$ cat src/rtl/rut_pkg.sv
// ----------------------------------------------------------------------------
// rut_pkg: shared definitions for the terminator-delimited frame receiver
// Holds the default sizes, register reset values, register indexes and the
// result record that the receiver core produces.
// ----------------------------------------------------------------------------
package rut_pkg;

	// Default frame buffer capacity in bytes and longest terminator in bytes.
	localparam int CAPACITY = 31;
	localparam int MAX_TERM = 8;

	// Configuration port geometry.
	localparam int CFG_IDX_W  = 2;
	localparam int CFG_DATA_W = 64;

	// Register reset values: a single line feed terminates a frame.
	localparam logic [3:0]            TERM_LEN_RESET   = 4'd1;
	localparam logic [CFG_DATA_W-1:0] TERM_BYTES_RESET = 64'd10;

	// Configuration register indexes.
	typedef enum logic [CFG_IDX_W-1:0] {
		CFG_TERM_LENGTH = 2'd0,
		CFG_TERM_BYTES  = 2'd1
	} cfg_reg_t;

	// Why a frame ended on a given byte.
	typedef enum logic [1:0] {
		REASON_NONE  = 2'd0,
		REASON_MATCH = 2'd1,
		REASON_FULL  = 2'd2
	} reason_t;

	// One result item as it leaves the core.
	typedef struct packed {
		logic [7:0] out_byte;
		logic [4:0] position;
		logic       frame_end;
		reason_t    end_reason;
	} result_t;

endpackage

$ cat src/rtl/receive_until_terminator_core.sv
// ----------------------------------------------------------------------------
// receive_until_terminator_core: terminator-delimited frame receiver
// Tags every received byte with its position in the current frame and flags
// the byte that ends the frame, either on a terminator match or when the
// frame buffer capacity is reached.
// ----------------------------------------------------------------------------
//
//   Channel  Handshake              Payload
//   -------  ---------------------  ------------------------------------------
//   input    in_valid / in_stall    rx_byte
//   output   out_valid / out_stall  out_byte, position, frame_end, end_reason
//   config   cfg_valid / cfg_ready  cfg_index, cfg_data
//
// A new request can be taken in every cycle while in_stall is low. Its
// result goes to the output register, or to the skid register while it is held.
// The per-byte work is a parallel compare of the shifted byte window against
// the terminator plus one counter increment, all ahead of the output register.
// Reset clears the frame counter, the byte window, and the registers to a
// one-byte line feed terminator.
// A skid register behind the output register keeps one extra result, so a
// request is still taken while an earlier result waits; in_stall rises only
// when both are occupied, and it comes straight from a flip-flop.
// The configuration port is always ready; a write to an unknown index is
// dropped.

module receive_until_terminator_core #(
	parameter int CAPACITY = rut_pkg::CAPACITY,
	parameter int MAX_TERM = rut_pkg::MAX_TERM
) (
	input  logic                           clk,
	input  logic                           arst_n,

	input  logic                           in_valid,
	output logic                           in_stall,
	input  logic [7:0]                     rx_byte,

	output logic                           out_valid,
	input  logic                           out_stall,
	output logic [7:0]                     out_byte,
	output logic [4:0]                     position,
	output logic                           frame_end,
	output logic [1:0]                     end_reason,

	input  logic                           cfg_valid,
	output logic                           cfg_ready,
	input  logic [rut_pkg::CFG_IDX_W-1:0]  cfg_index,
	input  logic [rut_pkg::CFG_DATA_W-1:0] cfg_data
);

	// The counter holds 0 .. CAPACITY-1; the incremented value needs one bit more.
	localparam int CntW = (CAPACITY > 1) ? $clog2(CAPACITY) : 1;
	localparam int WinW = MAX_TERM * 8;

	// Configuration registers. Only the terminator bytes that can ever be
	// compared are kept.
	logic [3:0]               term_len_q;
	logic [MAX_TERM-1:0][7:0] term_q;

	// Frame state.
	logic [CntW-1:0]          cnt_q;
	logic [MAX_TERM-1:0][7:0] win_q;

	// Output register and skid register.
	rut_pkg::result_t out_q;
	rut_pkg::result_t skid_q;
	logic             out_valid_q;
	logic             skid_valid_q;

	// Per-request datapath.
	logic                     acc;
	logic                     take;
	logic [3:0]               eff_len;
	logic [CntW:0]            cnt_nxt;
	logic [MAX_TERM-1:0][7:0] win_nxt;
	logic [MAX_TERM-1:0]      lane_ok;
	logic                     len_ok;
	logic                     is_match;
	logic                     is_full;
	logic [CntW+4:0]          pos_wide;
	rut_pkg::result_t         res;

	logic load_out_skid;
	logic load_out_in;
	logic load_skid;

	assign cfg_ready = 1'b1;

	assign in_stall = skid_valid_q;
	assign acc      = in_valid && !in_stall;
	assign take     = out_valid_q && !out_stall;

	// Clamp the terminator length into 1 .. MAX_TERM.
	always_comb begin
		if (term_len_q == 4'd0) begin
			eff_len = 4'd1;
		end else if (int'(term_len_q) > MAX_TERM) begin
			eff_len = 4'(MAX_TERM);
		end else begin
			eff_len = term_len_q;
		end
	end

	// Shift the new byte into the window, newest in lane 0, and compare each
	// lane that lies inside the terminator. Lanes beyond it always agree.
	always_comb begin
		win_nxt[0] = rx_byte;
		for (int i = 1; i < MAX_TERM; i++) begin
			win_nxt[i] = win_q[i-1];
		end
		for (int i = 0; i < MAX_TERM; i++) begin
			lane_ok[i] = (i >= int'(eff_len)) || (win_nxt[i] == term_q[i]);
		end
	end

	assign cnt_nxt = {1'b0, cnt_q} + (CntW+1)'(1);

	// A match needs the frame to hold at least as many bytes as the
	// terminator, so bytes of an earlier frame never take part.
	assign len_ok   = int'(cnt_nxt) >= int'(eff_len);
	assign is_match = len_ok && (&lane_ok);
	assign is_full  = cnt_nxt >= (CntW+1)'(CAPACITY);

	assign pos_wide = (CntW+5)'(cnt_q);

	// A match wins over a full buffer when both happen on the same byte.
	always_comb begin
		res.out_byte = rx_byte;
		res.position = pos_wide[4:0];
		if (is_match) begin
			res.frame_end  = 1'b1;
			res.end_reason = rut_pkg::REASON_MATCH;
		end else if (is_full) begin
			res.frame_end  = 1'b1;
			res.end_reason = rut_pkg::REASON_FULL;
		end else begin
			res.frame_end  = 1'b0;
			res.end_reason = rut_pkg::REASON_NONE;
		end
	end

	// Configuration writes.
	always_ff @(posedge clk or negedge arst_n) begin
		if (!arst_n) begin
			term_len_q <= rut_pkg::TERM_LEN_RESET;
			term_q     <= rut_pkg::TERM_BYTES_RESET[WinW-1:0];
		end else if (cfg_valid && cfg_ready) begin
			unique case (cfg_index)
				rut_pkg::CFG_TERM_LENGTH: begin
					term_len_q <= cfg_data[3:0];
				end
				rut_pkg::CFG_TERM_BYTES: begin
					term_q <= cfg_data[WinW-1:0];
				end
				default: begin
				end
			endcase
		end
	end

	// Frame state: the byte that ends a frame clears the counter and window,
	// so the next byte starts again at position zero.
	always_ff @(posedge clk or negedge arst_n) begin
		if (!arst_n) begin
			cnt_q <= '0;
			win_q <= '0;
		end else if (acc) begin
			if (res.frame_end) begin
				cnt_q <= '0;
				win_q <= '0;
			end else begin
				cnt_q <= cnt_nxt[CntW-1:0];
				win_q <= win_nxt;
			end
		end
	end

	// The output register refills from the skid register first; a new result
	// goes to the skid register only while the output register is held.
	assign load_out_skid = (take || !out_valid_q) && skid_valid_q;
	assign load_out_in   = (take || !out_valid_q) && !skid_valid_q && acc;
	assign load_skid     = out_valid_q && !take && acc;

	always_ff @(posedge clk or negedge arst_n) begin
		if (!arst_n) begin
			out_valid_q  <= 1'b0;
			skid_valid_q <= 1'b0;
		end else begin
			if (take || !out_valid_q) begin
				out_valid_q <= skid_valid_q || acc;
			end
			if (load_out_skid) begin
				skid_valid_q <= 1'b0;
			end else if (load_skid) begin
				skid_valid_q <= 1'b1;
			end
		end
	end

	always_ff @(posedge clk) begin
		if (load_out_skid) begin
			out_q <= skid_q;
		end else if (load_out_in) begin
			out_q <= res;
		end
		if (load_skid) begin
			skid_q <= res;
		end
	end

	assign out_valid  = out_valid_q;
	assign out_byte   = out_q.out_byte;
	assign position   = out_q.position;
	assign frame_end  = out_q.frame_end;
	assign end_reason = out_q.end_reason;

	// The skid register is only ever occupied behind a full output register.
	a_skid_behind_out: assert property (@(posedge clk) disable iff (!arst_n)
		skid_valid_q |-> out_valid_q)
		else $error("skid register holds a result while the output register is empty");

	// The end flag and the reason code always agree.
	a_end_flag_reason: assert property (@(posedge clk) disable iff (!arst_n)
		out_valid_q |-> (out_q.frame_end == (out_q.end_reason != rut_pkg::REASON_NONE)))
		else $error("frame_end disagrees with end_reason");

	// A byte that ends a frame restarts the count at zero.
	a_restart_after_end: assert property (@(posedge clk) disable iff (!arst_n)
		(acc && res.frame_end) |=> (cnt_q == '0))
		else $error("frame counter not cleared after a frame end");

	// The frame counter never reaches the capacity.
	a_count_below_cap: assert property (@(posedge clk) disable iff (!arst_n)
		int'(cnt_q) < CAPACITY)
		else $error("frame counter reached the buffer capacity");

endmodule

$ cat config.mk
export PLATFORM = sky130hd
export DESIGN_NAME = receive_until_terminator_core
export DESIGN_NICKNAME = d
export VERILOG_FILES = /design/src/rtl/rut_pkg.sv /design/src/rtl/receive_until_terminator_core.sv
export SDC_FILE = /design/constraint.sdc
export NUM_CORES = 1
export LEC_CHECK = 0
export BUFFER_PORTS_ARGS = -buffer_cell sky130_fd_sc_hd__buf_2
export CAP_MARGIN = 20
export CELL_PAD_IN_SITES_DETAIL_PLACEMENT = 0
export CELL_PAD_IN_SITES_GLOBAL_PLACEMENT = 2
export CORE_ASPECT_RATIO = 0.75
export CORE_MARGIN = 3
export CORE_UTILIZATION = 41
export CTS_CLUSTER_DIAMETER = 40
export DETAILED_ROUTE_END_ITERATION = 7
export PLACE_DENSITY_LB_ADDON = 0.1
export REMOVE_ABC_BUFFERS = 1
export SYNTH_ARGS = -nofsm -noshare
export SYNTH_HDL_FRONTEND = slang
export SYNTH_SLANG_ARGS = --single-unit
$ cat constraint.sdc
create_clock -name clk -period 7.83 [get_ports clk]
set_clock_uncertainty 0.2 [all_clocks]
set_input_delay 0.783 -clock clk [delete_from_list [all_inputs] [get_ports clk]]
set_output_delay 0.783 -clock clk [all_outputs]
set_load 0.02 [all_outputs]
After elaboration in Yosys (flattened, before gate mapping):

Index checks and enable logic that the tools add are counted.

* add/subtract/negate cells: 1
* magnitude comparators: 11
* eq/ne operators: 9
* muxes and demuxes: 10
* reduce and logical (&&, ||, !) cells: 29

Operators by type and width (number)
* $eq A8 B8 Y1: 8
* $mux W56: 1
* $mux W16: 2
* $ge A3 B4 Y1 const A: 4
* $logic_or A1 B1 Y1: 10
* $ge A1 B4 Y1 const A: 2
* $ge A2 B4 Y1 const A: 2
* $logic_and A1 B1 Y1: 8
* $mux W4: 2
* $reduce_and A8 Y1: 1
* $add A5 B1 Y6 const B: 1
* $ge A6 B4 Y1: 1
* $ge A6 B5 Y1 const B: 1
* $mux W3: 2
* $mux W5: 1
* $gt A4 B4 Y1 const B: 1
* $logic_not A1 Y1: 4
* $logic_not A4 Y1: 1
* $reduce_and A2 Y1: 2
* $reduce_bool A2 Y1: 2
* $eq A2 B1 Y1 const B: 1
* $logic_not A2 Y1: 1
* $mux W1: 2

* register bits: 163
* input port bits: 79
* output and inout bits: 19
* logic and storage cells: 87

Depth between registers and ports, before layout:

Gate-level depths: netlist of the first run.

* depth after elaboration: 10
* mapped depth: 13
* depth with buffers taken out: 11

Worst setup path before layout of the first run:

OpenSTA, ideal clock, no wires.

* path kind: register to register
* start: register term_len_q[2]
* end: register out_q, in the netlist frame_end, data pin
* library setup time: 260 ps
* data arrival time: 2227 ps
* data required time: 7370 ps
* setup slack: 5143 ps
* cell stages (with the launch flop): 13
* buffers on the path: 1
* clock period less this slack: 2687 ps
* cells stage by stage: dfrtp_1 -> clkbuf_1 -> nor2_1 -> nor2_1 -> nor2_1 -> ha_1 -> nand2b_1 -> a21o_1 -> a21o_1 -> a211oi_1 -> nand4b_1 -> o21ai_4 -> mux2_2

* longest elaborated chain between the ends: 10
* elaborated cells between the ends (all ways): 26
* those cells by class: 10 x order compare; 5 x mux; 11 x reduce/logical

RTL lines
* from (decl): RTL line receive_until_terminator_core.sv:56 `logic [3:0] term_len_q;`
* from (signal assigned): RTL line receive_until_terminator_core.sv:144 `term_len_q <= rut_pkg::TERM_LEN_RESET;`
* from (signal assigned): RTL line receive_until_terminator_core.sv:149 `term_len_q <= cfg_data[3:0];`
* $gt A4 B4 Y1: RTL line receive_until_terminator_core.sv:96 `end else if (int'(term_len_q) > MAX_TERM) begin`
* $mux W4: RTL line receive_until_terminator_core.sv:96
* $mux W4 *: RTL line receive_until_terminator_core.sv:94 `if (term_len_q == 4'd0) begin`
* $ge A1 B4 Y1, or another cell as far along: RTL line receive_until_terminator_core.sv:111 `lane_ok[i] = (i >= int'(eff_len)) || (win_nxt[i] == term_q[i]);`
* $logic_or A1 B1 Y1: RTL line receive_until_terminator_core.sv:111
* $reduce_and A8 Y1: RTL line receive_until_terminator_core.sv:120 `assign is_match = len_ok && (&lane_ok);`
* $logic_and A1 B1 Y1 *: RTL line receive_until_terminator_core.sv:120
* $mux W3 *: RTL line receive_until_terminator_core.sv:129 `if (is_match) begin`
* $mux W16 *: RTL line receive_until_terminator_core.sv:202 `end else if (load_out_in) begin`
* $mux W16 *: RTL line receive_until_terminator_core.sv:200 `if (load_out_skid) begin`
* to (signal assigned): RTL line receive_until_terminator_core.sv:201 `out_q <= skid_q;`
* to (signal assigned): RTL line receive_until_terminator_core.sv:203 `out_q <= res;`
* to (decl): RTL line receive_until_terminator_core.sv:64 `rut_pkg::result_t out_q;`

Mark *: on every way between the ends. The rest lies on a longest branch, timed or not. The select of a mux whose other input is x is not followed.
A chain may end at the register's enable or synchronous reset.

Worst setup path in the final report of the first run:

* start: register win_q, in the netlist win_nxt[15]
* end: register win_q, in the netlist win_nxt[50]

* longest elaborated chain between the ends: 6

RTL lines
* from (decl): RTL line receive_until_terminator_core.sv:61 `logic [MAX_TERM-1:0][7:0] win_q;`
* from (signal assigned): RTL line receive_until_terminator_core.sv:172 `win_q <= win_nxt;`
* $eq A8 B8 Y1: RTL line receive_until_terminator_core.sv:111
* $logic_or A1 B1 Y1: RTL line receive_until_terminator_core.sv:111
* $reduce_and A8 Y1: RTL line receive_until_terminator_core.sv:120
* $logic_and A1 B1 Y1: RTL line receive_until_terminator_core.sv:120
* $mux W3: RTL line receive_until_terminator_core.sv:129
* $mux W56: RTL line receive_until_terminator_core.sv:167 `if (res.frame_end) begin`

Every way passes these cells.

==> impl_metrics.env, run 1 <==
export IMPL_pwr_density_cell_nw_per_um2=299
export IMPL_hold_slack_ps=302
export IMPL_ys_flop_type="dfrtp_1"
export IMPL_finalWirelength_um=15800
export IMPL_cp_slowest_cell="nor4_1"
export IMPL_first_global_vias=4867
export IMPL_combPwrFrac_pct=18.0
export IMPL_syn_inst=614
export IMPL_route_met3_wl_um=584
export IMPL_clock_power_share_pct=35.5
export IMPL_die_area_um2=19300
export IMPL_diodes=0
export IMPL_nNetsFinal=789
export IMPL_synth_avg_cell_area_um2=11.8
export IMPL_max_freq_mhz=268
export IMPL_final_hold_viol_count=0
export IMPL_track_usage_pct=17.5
export IMPL_antenna_left=0
export IMPL_p_leak_nw=3.73
export IMPL_internal_power_mw=1.84
export IMPL_path_max_fanout=48
export IMPL_synthDistinctLibCells=40
export IMPL_die_w_um=159
export IMPL_syn_cell_area_um2=7220
export IMPL_synth_area_leaders="dfrtp_1, edfxtp_1, mux2_2"
export IMPL_setup_tns_ps=0
export IMPL_layout_setup_ws_ps=4110
export IMPL_critical_path_arrival_ps=3810
export IMPL_wl_met1_um=7970
export IMPL_grt_pass1_wl_um=26300
export IMPL_synthTopCellsByCount="nand2_1, dfrtp_1, mux2_2"
export IMPL_finalCritPeriodShare_pct=47.6
export IMPL_start_util_pct=42.4
export IMPL_cts_made_buffers=17
export IMPL_dr_pass1_iters=4
export IMPL_tightest_slew_ps=969
export IMPL_clockBufferDepth=2
export IMPL_hold_class="register to register"
export IMPL_crit_required_ps=7910
export IMPL_seq_area_frac_synth_pct=58.8
export IMPL_relSlewSlack_pct=35.4
export IMPL_cts_tree="yes"
export IMPL_post_cts_repair_setup_buffers=0
export IMPL_via_per_inst=4.90
export IMPL_final_max_slew_violation_count=0
export IMPL_antenna_found_initial=0
export IMPL_vias=4665
export IMPL_portBuffers=96
export IMPL_slowest_delay_ps=720
export IMPL_drive_gt1_share_pct=30.5
export IMPL_critPathLaunchType="register"
export IMPL_synth_edf_count=32
export IMPL_rows=41
export IMPL_period_minus_slack_ps=3720
export IMPL_first_iter_violations=284
export IMPL_crit_path_end_kind="register"
export IMPL_h_tree_depth=4
export IMPL_cts_sinks=163
export IMPL_clock_latency_ps=430
export IMPL_clk_pin_slew_worst_paths_ps=60
export IMPL_area_growth_syn_to_layout_pct=18.3
export IMPL_crit_chain="xor2_1 -> nor4_1 -> nand4_1 -> o41ai_2 -> nand2_2 -> o21ai_4 -> buf_4 -> o21ai_0"
export IMPL_yosysMostFrequentCell="nand2_1"
export IMPL_hold_buffers=0
export IMPL_hpwl_um=10700
export IMPL_async_flop_share_pct=80.4
export IMPL_gr_total_overflow=0
export IMPL_place_ws_ps=4150
export IMPL_top_layer="met4"
export IMPL_fillers=1573
export IMPL_p_switching_mw=0.706
export IMPL_yosys_area_top_type="dfrtp_1"
export IMPL_met2_length_um=7000
export IMPL_yosys_area_top_type_share_pct=44.4
export IMPL_place_congestion=0.766
export IMPL_grt_max_degree=77
export IMPL_switching_share_pct=27.7
export IMPL_core_um2=17000
export IMPL_synth_warning_count=0
export IMPL_drc_errors=0
export IMPL_drv_cap=0
export IMPL_ir_worst_vdd_mv=0.117
export IMPL_status="finished, final reports clean"
export IMPL_setup_viol=0
export IMPL_rsz0062_at_grt="false"
export IMPL_cts_resized=0
export IMPL_crit_type="register to register"
export IMPL_seq_power_share_pct=46.5
export IMPL_cts_root_buffer="clkbuf_16"
export IMPL_ys_seq_elements=163
export IMPL_die_y_um=121
export IMPL_pin_count=98
export IMPL_wl_per_cell_um=16.5
[final timing paths]
kind,to,slack [ps],cells past startpoint,start
worst min register to register,win_nxt[63],300,2,win_nxt[63]
worst max register to register,win_nxt[50],4110,8,win_nxt[15]
worst min-delay path,win_nxt[63],300,2,win_nxt[63]
min in group asynchronous,term_q[48],320,1,arst_n
worst max-delay path,win_nxt[50],4110,8,win_nxt[15]
max in group asynchronous,win_nxt[14],5830,2,arst_n
[layout make-up]
class                      instances  area [um^2]  area share, %
timing repair buffer             103          536           6.27
tap                              236          295           3.46
sequential                       163         4240           49.7
clock buffer                      24          503           5.89
clock inverter                     8          146           1.71
inverter                           4         15.0          0.176
multi-input combinational        415         2800           32.8
[cell usage in the layout (no fill, tap or decap), types with 5 or more instances in the layout]
cell type	count
o21ai_0	42
nor4_1	12
buf_4	8
o21ai_1	21
mux2_2	79
nand4_1	5
ha_1	6
nor2_1	11
buf_2	95
edfxtp_1	32
nand2_1	132
xor2_1	50
clkbuf_16	18
xnor2_1	18
dfrtp_1	128
a21oi_1	6
[power groups by stage]
| stage | logic (mW) | clock network [mW] | registers, mW |
|---|---|---|---|
| 2_1_floorplan | 0.324 | 0 | 1.17 |
| 3_3_place_gp | 0.452 | 0 | 1.20 |
| 3_5_place_dp | 0.464 | 0 | 1.20 |
| 4_1_cts | 0.467 | 0.927 | 1.19 |
| 5_1_grt | 0.523 | 0.962 | 1.21 |
| 6_report | 0.458 | 0.906 | 1.19 |
[routing by layer]
layer,vias to the layer above,global-route usage [%]
li1,2278,-
met1,2293,25.0
met2,79,26.2
met3,15,3.75
met4,0,6.56
met5,-,0
[sequential cells by signal, indices dropped and copies added (netlist names)]
signal      flops
out_valid       1
skid_q         16
cnt_q           5
position        5
term_len_q      4
end_reason      2
win_nxt        56
in_stall        1
out_byte        8
frame_end       1
term_q         64
[logic make-up after synthesis]
kind of cell / synth area share, %
AOI/OAI and AO/OA: 6.45
adders and majority gates: 1.18
buffers and inverters: 2.55
muxes: 12.5
DFF: 58.8
xor gates and xnor gates: 8.25
and+or+nand+nor: 10.3
other: 0.0519
[per-stage QoR]
stage | power (mW) | cells | utilization (%) | cell area [um^2]
floorplan | 1.49 | 582 | - | 7050
global placement | 1.65 | 921 | 46.3 | 7890
detailed placement | 1.67 | 921 | 46.3 | 7890
CTS | 2.58 | 953 | 50.2 | 8540
global route | 2.70 | 953 | 50.2 | 8540
finish | 2.55 | 953 | 50.2 | 8540
[worst max-delay path, delay by kind of cell (launching register included)]
kind                      cells  cell delay [ps]
and+or+nand+nor               3             1230
xor gates and xnor gates      1              150
AOI/OAI and AO/OA             3             1080
buffers and inverters         1              500
DFF                           1              410
No activity file was read; power rests on OpenSTA's default activity.
==> run 2, diff against run 1 <==
Settings changed: ABC_AREA from default to 1, CORE_UTILIZATION 41 to 33.
Clock period 7.83 ns to 3.31 ns, I/O delays scaled along.
==> run 2 against run 1 <==
First-iteration DRC count fell by 16%. Synthesized cell count rose by 40%. Critical endpoint is now win_nxt[12]. Worst setup slack got worse by 3600 ps.
==> impl_metrics.env, run 2 <==
export IMPL_cts_resized=0
export IMPL_synth_warning_count=0
export IMPL_critical_path_arrival_ps=2930
export IMPL_track_usage_pct=14.7
export IMPL_rsz0062_at_grt="false"
export IMPL_setup_viol=0
export IMPL_pwr_density_cell_nw_per_um2=596
export IMPL_cp_slowest_cell="dfrtp_1"
export IMPL_cts_tree="yes"
export IMPL_drive_gt1_share_pct=20.2
export IMPL_clk_pin_slew_worst_paths_ps=70
export IMPL_min_to="in_stall"
export IMPL_via_per_inst=4.40
export IMPL_whs_path_depth=3
export IMPL_syn_inst=858
export IMPL_r2r_end="win_nxt[12]"
export IMPL_regMostFlops="term_q"
export IMPL_met1_usage_pct=20.2
export IMPL_die_y_um=140
export IMPL_path_max_fanout=35
export IMPL_diodes=0
export IMPL_synth_top_family_by_area="simple AND/OR/NAND/NOR gates"
export IMPL_core_um2=23200
export IMPL_rows=48
export IMPL_min_delay_start="out_stall"
export IMPL_cts_sinks=163
export IMPL_dr_pass1_iters=4
export IMPL_hpwl_um=12200
export IMPL_hold_buffers=75
export IMPL_grt_busiest_layer="met2"
export IMPL_synth_edf_count=32
export IMPL_antenna_found_initial=0
export IMPL_largest_register_ffs=64
export IMPL_pin_count=98
export IMPL_crit_type="register to register"
export IMPL_final_cell_mix="nand2_1, dfrtp_1, nor2_1"
export IMPL_ys_seq_elements=163
export IMPL_design_area_um2=9970
export IMPL_drv_cap=0
export IMPL_h_tree_depth=4
export IMPL_finalWirelength_um=17900
export IMPL_antenna_left=0
export IMPL_status="finished, final reports clean"
export IMPL_wl_per_cell_um=13.4
export IMPL_grt_max_degree=79
export IMPL_crit_path_frequent_cell="nand2_1"
export IMPL_portBuffers=96
export IMPL_synth_xor_xnor_area_share_pct=6.23
export IMPL_r2r_setup_slack_ps=500
export IMPL_synthDistinctLibCells=32
export IMPL_final_hold_viol_count=0
export IMPL_nNetsFinal=1107
export IMPL_setup_tns_ps=0
export IMPL_tightest_slew_ps=798
export IMPL_post_cts_repair_setup_buffers=0
export IMPL_yosys_area_top_type_share_pct=40.7
export IMPL_crit_chain="inv_1 -> ha_1 -> inv_1 -> ha_1 -> a21boi_0 -> o21ai_0 -> nand2_1 -> nand2_1 -> nand2_1 -> nand2_1 -> nor2_2 -> nand2_4 -> buf_12 -> nand3_1 -> nand2_1"
export IMPL_syn_cell_area_um2=7870
export IMPL_synthSimpleGateAreaFrac_pct=21.8
export IMPL_relSlewSlack_pct=46.8
export IMPL_max_freq_mhz=355
export IMPL_layout_setup_ws_ps=496
export IMPL_met3_usage_pct=3.21
export IMPL_cts_root_buffer="clkbuf_16"
export IMPL_layout_commonest_cell="nand2_1"
export IMPL_yosys_area_top_type="dfrtp_1"
export IMPL_synth_compound_area_share_pct=2.64
export IMPL_synthTopCellsByCount="nand2_1, dfrtp_1, nor2_1"
export IMPL_p_leak_nw=4.75
export IMPL_first_global_vias=5965
export IMPL_period_minus_slack_ps=2810
export IMPL_yosysMostFrequentCell="nand2_1"
export IMPL_r2r_cells=15
export IMPL_place_ws_ps=467
export IMPL_grt_use_met2_pct=23.7
export IMPL_place_congestion=0.745
export IMPL_seq_area_frac_synth_pct=53.9
export IMPL_drc_errors=0
export IMPL_vias=5870
export IMPL_clockBufferDepth=2
export IMPL_ys_flop_type="dfrtp_1"
export IMPL_synth_area_leaders="dfrtp_1, edfxtp_1, nand2_1"
export IMPL_place_area_um2=8640
export IMPL_critPathLaunchType="register"
export IMPL_gr_total_overflow=0
export IMPL_area_growth_syn_to_layout_pct=26.6
export IMPL_synth_avg_cell_area_um2=9.18
export IMPL_die_w_um=184
export IMPL_power_mw=5.94
export IMPL_grt_pass1_wl_um=30400
export IMPL_final_max_slew_violation_count=0
export IMPL_async_flop_share_pct=80.4
export IMPL_die_area_um2=25800
export IMPL_start_util_pct=33.9
export IMPL_synthAdderAreaFrac_pct=0.953
export IMPL_hold_class="primary input to register"
export IMPL_first_iter_violations=239
export IMPL_crit_path_end_kind="register"
export IMPL_slowest_delay_ps=480
export IMPL_r2r_start="cnt_q[0]"
export IMPL_ir_worst_vdd_mv=0.385
export IMPL_cts_made_buffers=17
export IMPL_clock_latency_ps=430
export IMPL_finalCritPeriodShare_pct=85.0
export IMPL_crit_required_ps=3420
export IMPL_muxShareOfSynthArea_pct=7.15
==> run 2: where the power goes <==
part / internal [mW] / switching (mW) / leakage [nW]
clock: 1.09 / 0.864 / 0.277
sequential: 2.43 / 0.301 / 1.91
combinational: 0.622 / 0.632 / 2.56
total: 4.14 / 1.80 / 4.75
==> run 2: layer usage <==
layer,routed length (um),up-vias,part of all wire [%]
li1,-,3009,-
met1,8990,2782,50
met2,8240,70,46
met3,468,9,2.6
met4,162,0,0.91
met5,0,-,0
==> run 2: worst max-delay path by stage <==
stage,startpoint,end,slack [ps]
6_report,cnt_q[0],win_nxt[12],500
5_1_grt,cnt_q[0],win_nxt[23],240
3_3_place_gp,cnt_q[0],win_nxt[38],560
2_1_floorplan,in_stall,skid_q[0],-680
4_1_cts,cnt_q[0],win_nxt[10],440
3_5_place_dp,cnt_q[0],win_nxt[14],470
==> run 2: cell families (layout without fill, tap and decap cells) <==
kind of cell	count (synthesis)	count (layout)
flops	163	163
other cells	1	1
fa+ha+maj	6	6
compound gates	38	38
mux	50	50
xor+xnor	56	56
simple gates	413	413
buf+inv	131	308
==> run 2: through the flow <==
step                      hold WS (ps)  utilization [%]  std cells
after floorplan                   -165                -        821
after global placement             203             37.2       1228
after detailed placement           215             37.2       1228
after CTS                         2.67             42.9       1335
after global routing              27.9             42.9       1335
final                             22.9             42.9       1335
==> run 2: final cells by class <==
type	count	area, um^2
fill	2303	13300
sequential	163	4240
multi-input combinational	564	3070
timing repair buffer	182	1350
clock buffer	19	454
tap	300	375
inverter	94	353
clock inverter	13	121
==> run 2: worst max-delay path: cells and delay by family, from the launching register on <==
family / cells / cell delay (ps)
compound gates: 2 / 250
fa+ha+maj: 2 / 560
buf+inv: 3 / 420
flops: 1 / 480
simple gates: 8 / 790
